===== src/dors_pkg.sv =====
// shared types and codes for the date ordered record stack
`default_nettype none

package dors_pkg;

   localparam int KEY_W    = 32;
   localparam int TAG_W    = 16;
   localparam int ACT_W    = 2;
   localparam int STATUS_W = 2;
   localparam int FILL_W   = 5;

   // action codes
   localparam logic [ACT_W-1:0] ACT_SORTED = 2'd0;
   localparam logic [ACT_W-1:0] ACT_FRONT  = 2'd1;
   localparam logic [ACT_W-1:0] ACT_POP    = 2'd2;
   localparam logic [ACT_W-1:0] ACT_CLEAR  = 2'd3;

   // status codes
   localparam logic [STATUS_W-1:0] ST_DONE  = 2'd0;
   localparam logic [STATUS_W-1:0] ST_FULL  = 2'd1;
   localparam logic [STATUS_W-1:0] ST_EMPTY = 2'd2;

   // record traveling down the chain
   typedef struct packed {
      logic             tok;    // a record is in flight
      logic             shift;  // placing mode: drop into the next cell unconditionally
      logic [KEY_W-1:0] key;
      logic [TAG_W-1:0] tag;
   } token_type;

   // broadcast control to every cell
   typedef struct packed {
      logic pop;
      logic clear;
   } cell_ctl_type;

endpackage

`default_nettype wire


===== src/dors_cell.sv =====
// one list slot: holds a record, compares against a passing record and shifts
`default_nettype none

module dors_cell #(
   parameter bit FRONT = 1'b0
) (
   input  wire logic                        clock,
   input  wire logic                        reset,
   input  wire dors_pkg::cell_ctl_type      ctl,
   input  wire dors_pkg::token_type         tok_in,
   input  wire logic [dors_pkg::KEY_W-1:0]  nxt_key,
   input  wire logic [dors_pkg::TAG_W-1:0]  nxt_tag,
   input  wire logic                        nxt_valid,
   output dors_pkg::token_type              tok_out,
   output logic [dors_pkg::KEY_W-1:0]       key,
   output logic [dors_pkg::TAG_W-1:0]       tag,
   output logic                             valid
);

   logic [dors_pkg::KEY_W-1:0] key_ff, key_in;
   logic [dors_pkg::TAG_W-1:0] tag_ff, tag_in;
   logic                       valid_ff, valid_in;
   dors_pkg::token_type        tok_ff, tok_in_nxt;
   logic                       place;

   // front slot takes a strictly larger key, later slots stop at the first key not larger
   always_comb begin
      if (FRONT) begin
         place = tok_in.shift || !valid_ff || (tok_in.key > key_ff);
      end else begin
         place = tok_in.shift || !valid_ff || !(key_ff > tok_in.key);
      end
   end

   always_comb begin
      key_in     = key_ff;
      tag_in     = tag_ff;
      valid_in   = valid_ff;
      tok_in_nxt = '0;
      if (ctl.clear) begin
         valid_in = 1'b0;
      end else if (ctl.pop) begin
         key_in   = nxt_key;
         tag_in   = nxt_tag;
         valid_in = nxt_valid;
      end else if (tok_in.tok) begin
         if (place) begin
            key_in           = tok_in.key;
            tag_in           = tok_in.tag;
            valid_in         = 1'b1;
            // displaced record keeps moving back
            tok_in_nxt.tok   = valid_ff;
            tok_in_nxt.shift = 1'b1;
            tok_in_nxt.key   = key_ff;
            tok_in_nxt.tag   = tag_ff;
         end else begin
            tok_in_nxt = tok_in;
         end
      end
   end

   always_ff @(posedge clock) begin
      key_ff <= key_in;
      tag_ff <= tag_in;
      if (reset) begin
         valid_ff <= 1'b0;
         tok_ff   <= '0;
      end else begin
         valid_ff <= valid_in;
         tok_ff   <= tok_in_nxt;
      end
   end

   assign tok_out = tok_ff;
   assign key     = key_ff;
   assign tag     = tag_ff;
   assign valid   = valid_ff;

endmodule

`default_nettype wire


===== src/date_ordered_record_stack.sv =====
// top level of the date ordered record stack: control, chain of slots and result register
`default_nettype none

// A bounded list of up to DEPTH records (32-bit key, 16-bit tag) kept front to
// back in a row of slot cells. Each item on req_ carries an action: sorted push,
// push to front, pop front or clear. Every item gives one result on rsp_ with a
// status (done, rejected because full, pop on empty), the front record after the
// action (zero when empty) and the fill level. Items are taken one at a time.
// A pop, a clear, a rejected push and a push into an empty list pass from
// acceptance through S_EXEC and S_WAIT to the result register. Any other push
// stays in S_WAIT while the new record enters the front slot and walks down the
// chain one slot per cycle, comparing keys, and once placed the displaced
// records ripple back one slot per cycle until an empty slot is reached. The
// result register is separate from the list, so a result may wait on rsp_tready
// while the next item is taken and processed.
module date_ordered_record_stack #(
   parameter int DEPTH = 16
) (
   input  wire logic        clock,
   input  wire logic        reset,
   // request channel
   input  wire logic        req_tvalid,
   output logic             req_tready,
   input  wire logic [47:0] req_tdata,   // sort_key [31:0], record_tag [47:32]
   input  wire logic [1:0]  req_tuser,   // action [1:0]
   // response channel
   output logic             rsp_tvalid,
   input  wire logic        rsp_tready,
   output logic [55:0]      rsp_tdata,   // front_key [31:0], front_tag [47:32],
                                         // fill_level [52:48], zero [55:53]
   output logic [1:0]       rsp_tuser    // status [1:0]
);

   localparam int CNT_W = $clog2(DEPTH + 1);

   // control states
   localparam logic [1:0] S_IDLE = 2'd0;   // waiting for an item
   localparam logic [1:0] S_EXEC = 2'd1;   // chain applies the action
   localparam logic [1:0] S_WAIT = 2'd2;   // records still moving, or result slot busy

   logic [1:0]                    state_ff, state_in;
   logic [dors_pkg::ACT_W-1:0]    act_ff, act_in;
   logic [dors_pkg::KEY_W-1:0]    key_ff, key_in;
   logic [dors_pkg::TAG_W-1:0]    tag_ff, tag_in;
   logic [dors_pkg::STATUS_W-1:0] status_ff, status_in;
   logic [CNT_W-1:0]              cnt_ff, cnt_in;

   logic                          rsp_valid_ff, rsp_valid_in;
   logic [55:0]                   rsp_data_ff, rsp_data_in;
   logic [1:0]                    rsp_user_ff, rsp_user_in;

   logic                          accept;
   logic                          is_push;
   logic                          full;
   logic                          any_tok;
   logic                          finish;
   logic [CNT_W+4:0]              cnt_ext;
   logic [dors_pkg::KEY_W-1:0]    front_key;
   logic [dors_pkg::TAG_W-1:0]    front_tag;

   dors_pkg::cell_ctl_type        ctl;
   dors_pkg::token_type           link [DEPTH+1];
   logic [dors_pkg::KEY_W-1:0]    cell_key [DEPTH];
   logic [dors_pkg::TAG_W-1:0]    cell_tag [DEPTH];
   logic [DEPTH-1:0]              cell_valid;
   logic [DEPTH-1:0]              tok_vec;

   assign req_tready = (state_ff == S_IDLE);
   assign accept     = req_tvalid && req_tready;
   assign is_push    = (req_tuser == dors_pkg::ACT_SORTED) || (req_tuser == dors_pkg::ACT_FRONT);
   assign full       = (cnt_ff == CNT_W'(DEPTH));

   // broadcast control and new record injected at the front slot
   always_comb begin
      ctl.pop       = (state_ff == S_EXEC) && (act_ff == dors_pkg::ACT_POP)
                      && (status_ff == dors_pkg::ST_DONE);
      ctl.clear     = (state_ff == S_EXEC) && (act_ff == dors_pkg::ACT_CLEAR);
      link[0].tok   = (state_ff == S_EXEC) && (status_ff == dors_pkg::ST_DONE)
                      && ((act_ff == dors_pkg::ACT_SORTED) || (act_ff == dors_pkg::ACT_FRONT));
      link[0].shift = (act_ff == dors_pkg::ACT_FRONT);
      link[0].key   = key_ff;
      link[0].tag   = tag_ff;
   end

   // the chain of slots
   for (genvar i = 0; i < DEPTH; i++) begin : g_cell
      logic [dors_pkg::KEY_W-1:0] nk;
      logic [dors_pkg::TAG_W-1:0] nt;
      logic                       nv;

      if (i == DEPTH - 1) begin : g_last
         assign nk = '0;
         assign nt = '0;
         assign nv = 1'b0;
      end else begin : g_mid
         assign nk = cell_key[i+1];
         assign nt = cell_tag[i+1];
         assign nv = cell_valid[i+1];
      end

      dors_cell #(
         .FRONT (i == 0)
      ) u_cell (
         .clock     (clock),
         .reset     (reset),
         .ctl       (ctl),
         .tok_in    (link[i]),
         .nxt_key   (nk),
         .nxt_tag   (nt),
         .nxt_valid (nv),
         .tok_out   (link[i+1]),
         .key       (cell_key[i]),
         .tag       (cell_tag[i]),
         .valid     (cell_valid[i])
      );

      assign tok_vec[i] = link[i+1].tok;
   end

   assign any_tok = |tok_vec;
   assign finish  = (state_ff == S_WAIT) && !any_tok && (!rsp_valid_ff || rsp_tready);

   // front record reads as zero on an empty list
   assign front_key = (cnt_ff != '0) ? cell_key[0] : '0;
   assign front_tag = (cnt_ff != '0) ? cell_tag[0] : '0;
   assign cnt_ext   = {5'd0, cnt_ff};

   always_comb begin
      state_in  = state_ff;
      act_in    = act_ff;
      key_in    = key_ff;
      tag_in    = tag_ff;
      status_in = status_ff;
      cnt_in    = cnt_ff;
      unique case (state_ff)
         S_IDLE: begin
            if (accept) begin
               act_in    = req_tuser;
               key_in    = req_tdata[31:0];
               tag_in    = req_tdata[47:32];
               state_in  = S_EXEC;
               status_in = dors_pkg::ST_DONE;
               if (is_push) begin
                  if (full) begin
                     status_in = dors_pkg::ST_FULL;
                  end else begin
                     cnt_in = cnt_ff + CNT_W'(1);
                  end
               end else if (req_tuser == dors_pkg::ACT_POP) begin
                  if (cnt_ff == '0) begin
                     status_in = dors_pkg::ST_EMPTY;
                  end else begin
                     cnt_in = cnt_ff - CNT_W'(1);
                  end
               end else begin
                  cnt_in = '0;
               end
            end
         end
         S_EXEC: begin
            state_in = S_WAIT;
         end
         S_WAIT: begin
            if (finish) begin
               state_in = S_IDLE;
            end
         end
         default: begin
            state_in = S_IDLE;
         end
      endcase
   end

   // result register
   always_comb begin
      rsp_valid_in = rsp_valid_ff;
      rsp_data_in  = rsp_data_ff;
      rsp_user_in  = rsp_user_ff;
      if (rsp_valid_ff && rsp_tready) begin
         rsp_valid_in = 1'b0;
      end
      if (finish) begin
         rsp_valid_in = 1'b1;
         rsp_data_in  = {3'd0, cnt_ext[4:0], front_tag, front_key};
         rsp_user_in  = status_ff;
      end
   end

   always_ff @(posedge clock) begin
      act_ff      <= act_in;
      key_ff      <= key_in;
      tag_ff      <= tag_in;
      status_ff   <= status_in;
      rsp_data_ff <= rsp_data_in;
      rsp_user_ff <= rsp_user_in;
      if (reset) begin
         state_ff     <= S_IDLE;
         cnt_ff       <= '0;
         rsp_valid_ff <= 1'b0;
      end else begin
         state_ff     <= state_in;
         cnt_ff       <= cnt_in;
         rsp_valid_ff <= rsp_valid_in;
      end
   end

   assign rsp_tvalid = rsp_valid_ff;
   assign rsp_tdata  = rsp_data_ff;
   assign rsp_tuser  = rsp_user_ff;

   // fill count stays within the chain
   a_cnt_range: assert property (@(posedge clock) disable iff (reset)
      cnt_ff <= CNT_W'(DEPTH))
      else $error("fill count above depth");

   // occupied slots agree with the fill count once the chain has settled
   a_cnt_valid: assert property (@(posedge clock) disable iff (reset)
      (state_ff == S_IDLE) |-> ($countones(cell_valid) == int'(cnt_ff)))
      else $error("slot valid bits disagree with fill count");

   // at most one record in flight along the chain
   a_one_tok: assert property (@(posedge clock) disable iff (reset)
      $onehot0(tok_vec))
      else $error("more than one record in flight");

   // an accepted item is applied to the chain in the next cycle
   a_exec: assert property (@(posedge clock) disable iff (reset)
      accept |=> (state_ff == S_EXEC))
      else $error("accepted item not applied");

   // no record is in flight while waiting for an item
   a_idle_quiet: assert property (@(posedge clock) disable iff (reset)
      (state_ff == S_IDLE) |-> !any_tok)
      else $error("record moving while idle");

endmodule

`default_nettype wire


===== config.mk =====
export PLATFORM = sky130hd
export DESIGN_NAME = date_ordered_record_stack
export DESIGN_NICKNAME = d
export VERILOG_FILES = /design/src/dors_pkg.sv /design/src/dors_cell.sv /design/src/date_ordered_record_stack.sv
export SDC_FILE = /design/constraint.sdc
export NUM_CORES = 2
export LEC_CHECK = 0
export BUFFER_PORTS_ARGS = -buffer_cell sky130_fd_sc_hd__buf_2
export CAP_MARGIN = 5
export CORE_MARGIN = 1
export CORE_UTILIZATION = 60
export DETAILED_ROUTE_END_ITERATION = 16
export PLACE_DENSITY_LB_ADDON = 0.1
export SETUP_SLACK_MARGIN = 0.5
export SLEW_MARGIN = 10
export SYNTH_ARGS = -nofsm -noshare
export SYNTH_HDL_FRONTEND = slang
export SYNTH_SLANG_ARGS = --single-unit

===== constraint.sdc =====
create_clock -name clock -period 7.4 [get_ports clock]
set_clock_uncertainty 0.05 [all_clocks]
set_input_delay 0.74 -clock clock [delete_from_list [all_inputs] [get_ports clock]]
set_output_delay 0.74 -clock clock [all_outputs]
set_load 0.02 [all_outputs]

==> impl_metrics.py <==
metrics = {
    "outcome": {
        "status": "completed",
    },
    "critical_path": {
        "critPathTopFamily": "simple AND/OR/NAND/NOR gates",
        "cp-end-kind": "flop",
        "worstReg2RegStart": "g_cell[2].u_cell.key[27]",
        "path_buf_inv": 1,
        "critPathArrivalTime_ns": 4.70,
        "cp_cell_sequence": "ha_1 > nand4_1 > nor4_1 > and2_1 > a311o_2 > nand2_1 > o21ai_4 > buf_4",
        "path_max_fanout": 49,
        "worst_path_largest_cell_delay_ns": 0.89,
        "reg2reg_slack_ns": 3.07,
        "critPathKind": "flop to flop",
        "critPathLaunchType": "flop",
        "critPathRequiredTime_ns": 7.77,
        "r2r-end": "g_cell[2].u_cell.tag[8]",
        "worst_r2r_path_depth": 8,
        "slowest_stage": "a311o_2",
    },
    "global_routing": {
        "grt_pass1_wl_um": 313000,
        "overflow": 0,
        "grt_pass1_vias": 56500,
        "antenna_found_initial": 0,
        "grt_usage": 0.297,
        "grt_max_degree": 191,
    },
    "timing": {
        "worst_pin_slew_ns": 1.26,
        "fin_crit_sh": 0.585,
        "rsz0062_at_grt": "false",
        "fmax_mhz": 231,
        "max_slew_margin": 0.158,
        "drv_slew": 0,
        "hold_viol": 0,
        "setup_viol": 0,
        "tns_ns": 0,
        "period_minus_slack_ns": 4.33,
        "fin_ws_ns": 3.07,
    },
    "yosys": {
        "synth_flop_cell": "edfxtp_1",
        "synthSimpleGateAreaFrac": 0.166,
        "synthMuxAreaShare": 0.0546,
        "synth_cell_types": 72,
        "synthXorXnorAreaFrac": 0.000225,
        "yosysWarnings": 0,
        "synthArstFlopShare": 0,
        "synth_top_area_cell": "edfxtp_1",
        "yosys.area_share.adder": 0.0828,
        "synth.avg_cell_area_um2": 9.51,
        "synth_compound_area_frac": 0.106,
        "synth_top_area_frac": 0.338,
        "synth_most_common_cell": "nand2_1",
        "synth_edf_count": 875,
        "netlist_area_um2": 77800,
        "synth_top_family_by_area": "simple AND/OR/NAND/NOR gates",
        "syn_inst": 8182,
        "synthTopCellsByArea": "edfxtp_1 34%, dfxtp_1 20%, nand2_1 11%",
        "ys_seq_elements": 1650,
        "seq_area_frac_synth": 0.537,
        "synth_common_cells": "2255 x nand2_1, 875 x edfxtp_1, 800 x o21ai_0",
    },
    "route": {
        "drtAntennaViolNets": 0,
        "dr.pass1.iters": 6,
        "viasPerCell": 5.86,
        "routed_wl_um": 196000,
        "post_drt_wl_per_cell_um": 19.7,
        "drc": 0,
        "via_count": 58300,
        "drt-initial-drc-count": 6376,
    },
    "clocking": {
        "cts_sinks": 1650,
        "hold_buffers": 0,
        "postCtsSetupBuffers": 0,
        "ctsLongestPathBuffers": 3,
        "clk_latency_ns": 0.81,
        "htree_num_levels": 4,
        "clk_pin_slew_worst_paths_ns": 0.06,
        "cts_resized": 0,
        "numCtsBuffers": 172,
        "cts_tree": "built",
        "cts_root_buffer": "clkbuf_16",
    },
    "pwr": {
        "power.leakage_nw": 30.4,
        "irDropWorstVdd_uv": 211,
        "power.density_nw_per_um2": 221,
    },
    "hold_path": {
        "hp-start": "req_tdata[19]",
        "holdPathEnd": "key_ff[19]",
        "holdPathStages": 1,
        "worst_hold_path_type": "primary input to flop",
    },
    "finish": {
        "n_fill_cell": 10200,
        "area_growth_pct": 9.22,
        "utilization": 0.664,
        "nets": 8632,
        "diodes": 0,
        "layout-drive-gt1-share": 0.0629,
    },
    "job": {
        "maxCapViolations": 0,
    },
    "floorplanning": {
        "fp.coreArea_um2": 128000,
        "die_x_um": 362,
        "ioPinCount": 114,
        "num_rows": 131,
        "chipHeight_um": 362,
        "initial_core_util": 0.608,
        "die_area_um2": 131000,
    },
    "placement": {
        "gp_congestion": 0.909,
        "pre_cts_ws_ns": 3.19,
        "port_buffers": 110,
        "place_hpwl_um": 132000,
    },
}
==> sequential cells by signal, summed over array words and instances (netlist names) <==
name and flops:
tag_ff 16, state_ff 2, g_cell.u_cell.tok_out 751, key_ff 32, g_cell.u_cell.valid 16, rsp_tdata 53, status_ff 2, rsp_tvalid 1
g_cell.u_cell.key 512, g_cell.u_cell.tag 256, act_ff 2, rsp_tuser 2, cnt_ff 5
==> report_power, final <==
| part | leakage (nW) | switching [mW] | internal [mW] |
|---|---|---|---|
| Sequential | 14.3 | 0.0574 | 9.68 |
| Clock | 2.72 | 3.71 | 4.86 |
| Combinational | 13.4 | 0.306 | 0.132 |
| Total | 30.4 | 4.07 | 14.7 |
==> layer usage <==
metal  share of wire  GRT usage  routed length, um
met4           0.038      0.117               7500
met1            0.44      0.415              86400
met5               0          0                  0
met3           0.063     0.0397              12400
met2            0.46      0.469              89500
==> metrics by stage <==
| stage | hold WS (ns) | instances | power (mW) | area (um^2) |
|---|---|---|---|---|
| final | 0.0583 | 9942 | 18.8 | 85000 |
| after floorplan | 0.353 | 8184 | 10.2 | 77800 |
| after detailed placement | 0.399 | 9618 | 10.4 | 79400 |
| after CTS | 0.0189 | 9942 | 18.8 | 85000 |
| after global placement | 0.393 | 9618 | 10.4 | 79400 |
| after global routing | 0.0285 | 9942 | 19.3 | 85000 |
==> worst max-delay path by stage <==
| stage | start | endpoint | slack [ns] | depth (start not counted) |
|---|---|---|---|---|
| after floorplan | req_tvalid | cnt_ff[2] | 1.15 | 6 |
| after global placement | g_cell[2].u_cell.key[27] | g_cell[2].u_cell.tag[12] | 3.23 | 8 |
| after detailed placement | g_cell[2].u_cell.key[27] | g_cell[2].u_cell.tag[12] | 3.19 | 8 |
| after CTS | g_cell[2].u_cell.key[27] | g_cell[2].u_cell.tag[14] | 3.18 | 8 |
| after global routing | g_cell[2].u_cell.key[27] | g_cell[2].u_cell.tag[14] | 2.92 | 8 |
| final | g_cell[2].u_cell.key[27] | g_cell[2].u_cell.tag[8] | 3.07 | 8 |
==> cells by family (layout without fill, tap and decap cells) <==
kind of cell    count (synthesis)  count (layout)
simple gates                 3066            3066
flops                        1650            1650
compound gates               1526            1526
buf+inv                       998            1027
fa+ha+maj                     515             515
mux                           424             424
xor+xnor                        2               2
other cells                     1               3
==> layout make-up <==
class / count / area [um^2] / area share
clock buffer: 239 / 4870 / 0.0573
clock inverter: 85 / 694 / 0.00817
inverter: 519 / 1950 / 0.0229
multi-input combinational: 5536 / 32300 / 0.380
sequential: 1650 / 41800 / 0.492
tap: 1729 / 2160 / 0.0255
timing repair buffer: 184 / 1180 / 0.0139
==> cells in the final DEF (no fill, tap or decap), types with 13 or more instances in the layout <==
cell,instances
o31ai_1,34
buf_2,110
dfxtp_1,775
o211ai_1,23
ha_1,515
nor2_1,125
clkbuf_8,23
nand2b_1,32
nor2b_1,25
nand3_1,288
mux2i_1,424
a2111oi_0,13
clkbuf_1,40
clkbuf_16,176
clkinv_2,25
nor4_1,30
o21ai_0,788
o21ai_1,19
a21o_1,38
a21oi_1,509
o21ai_4,16
nand2_1,2247
clkinv_1,30
nand4_1,145
buf_4,68
nor3_1,44
inv_1,519
and3_1,17
edfxtp_1,875
and2_1,51
Note: power is estimated with default switching activity, not from simulation.
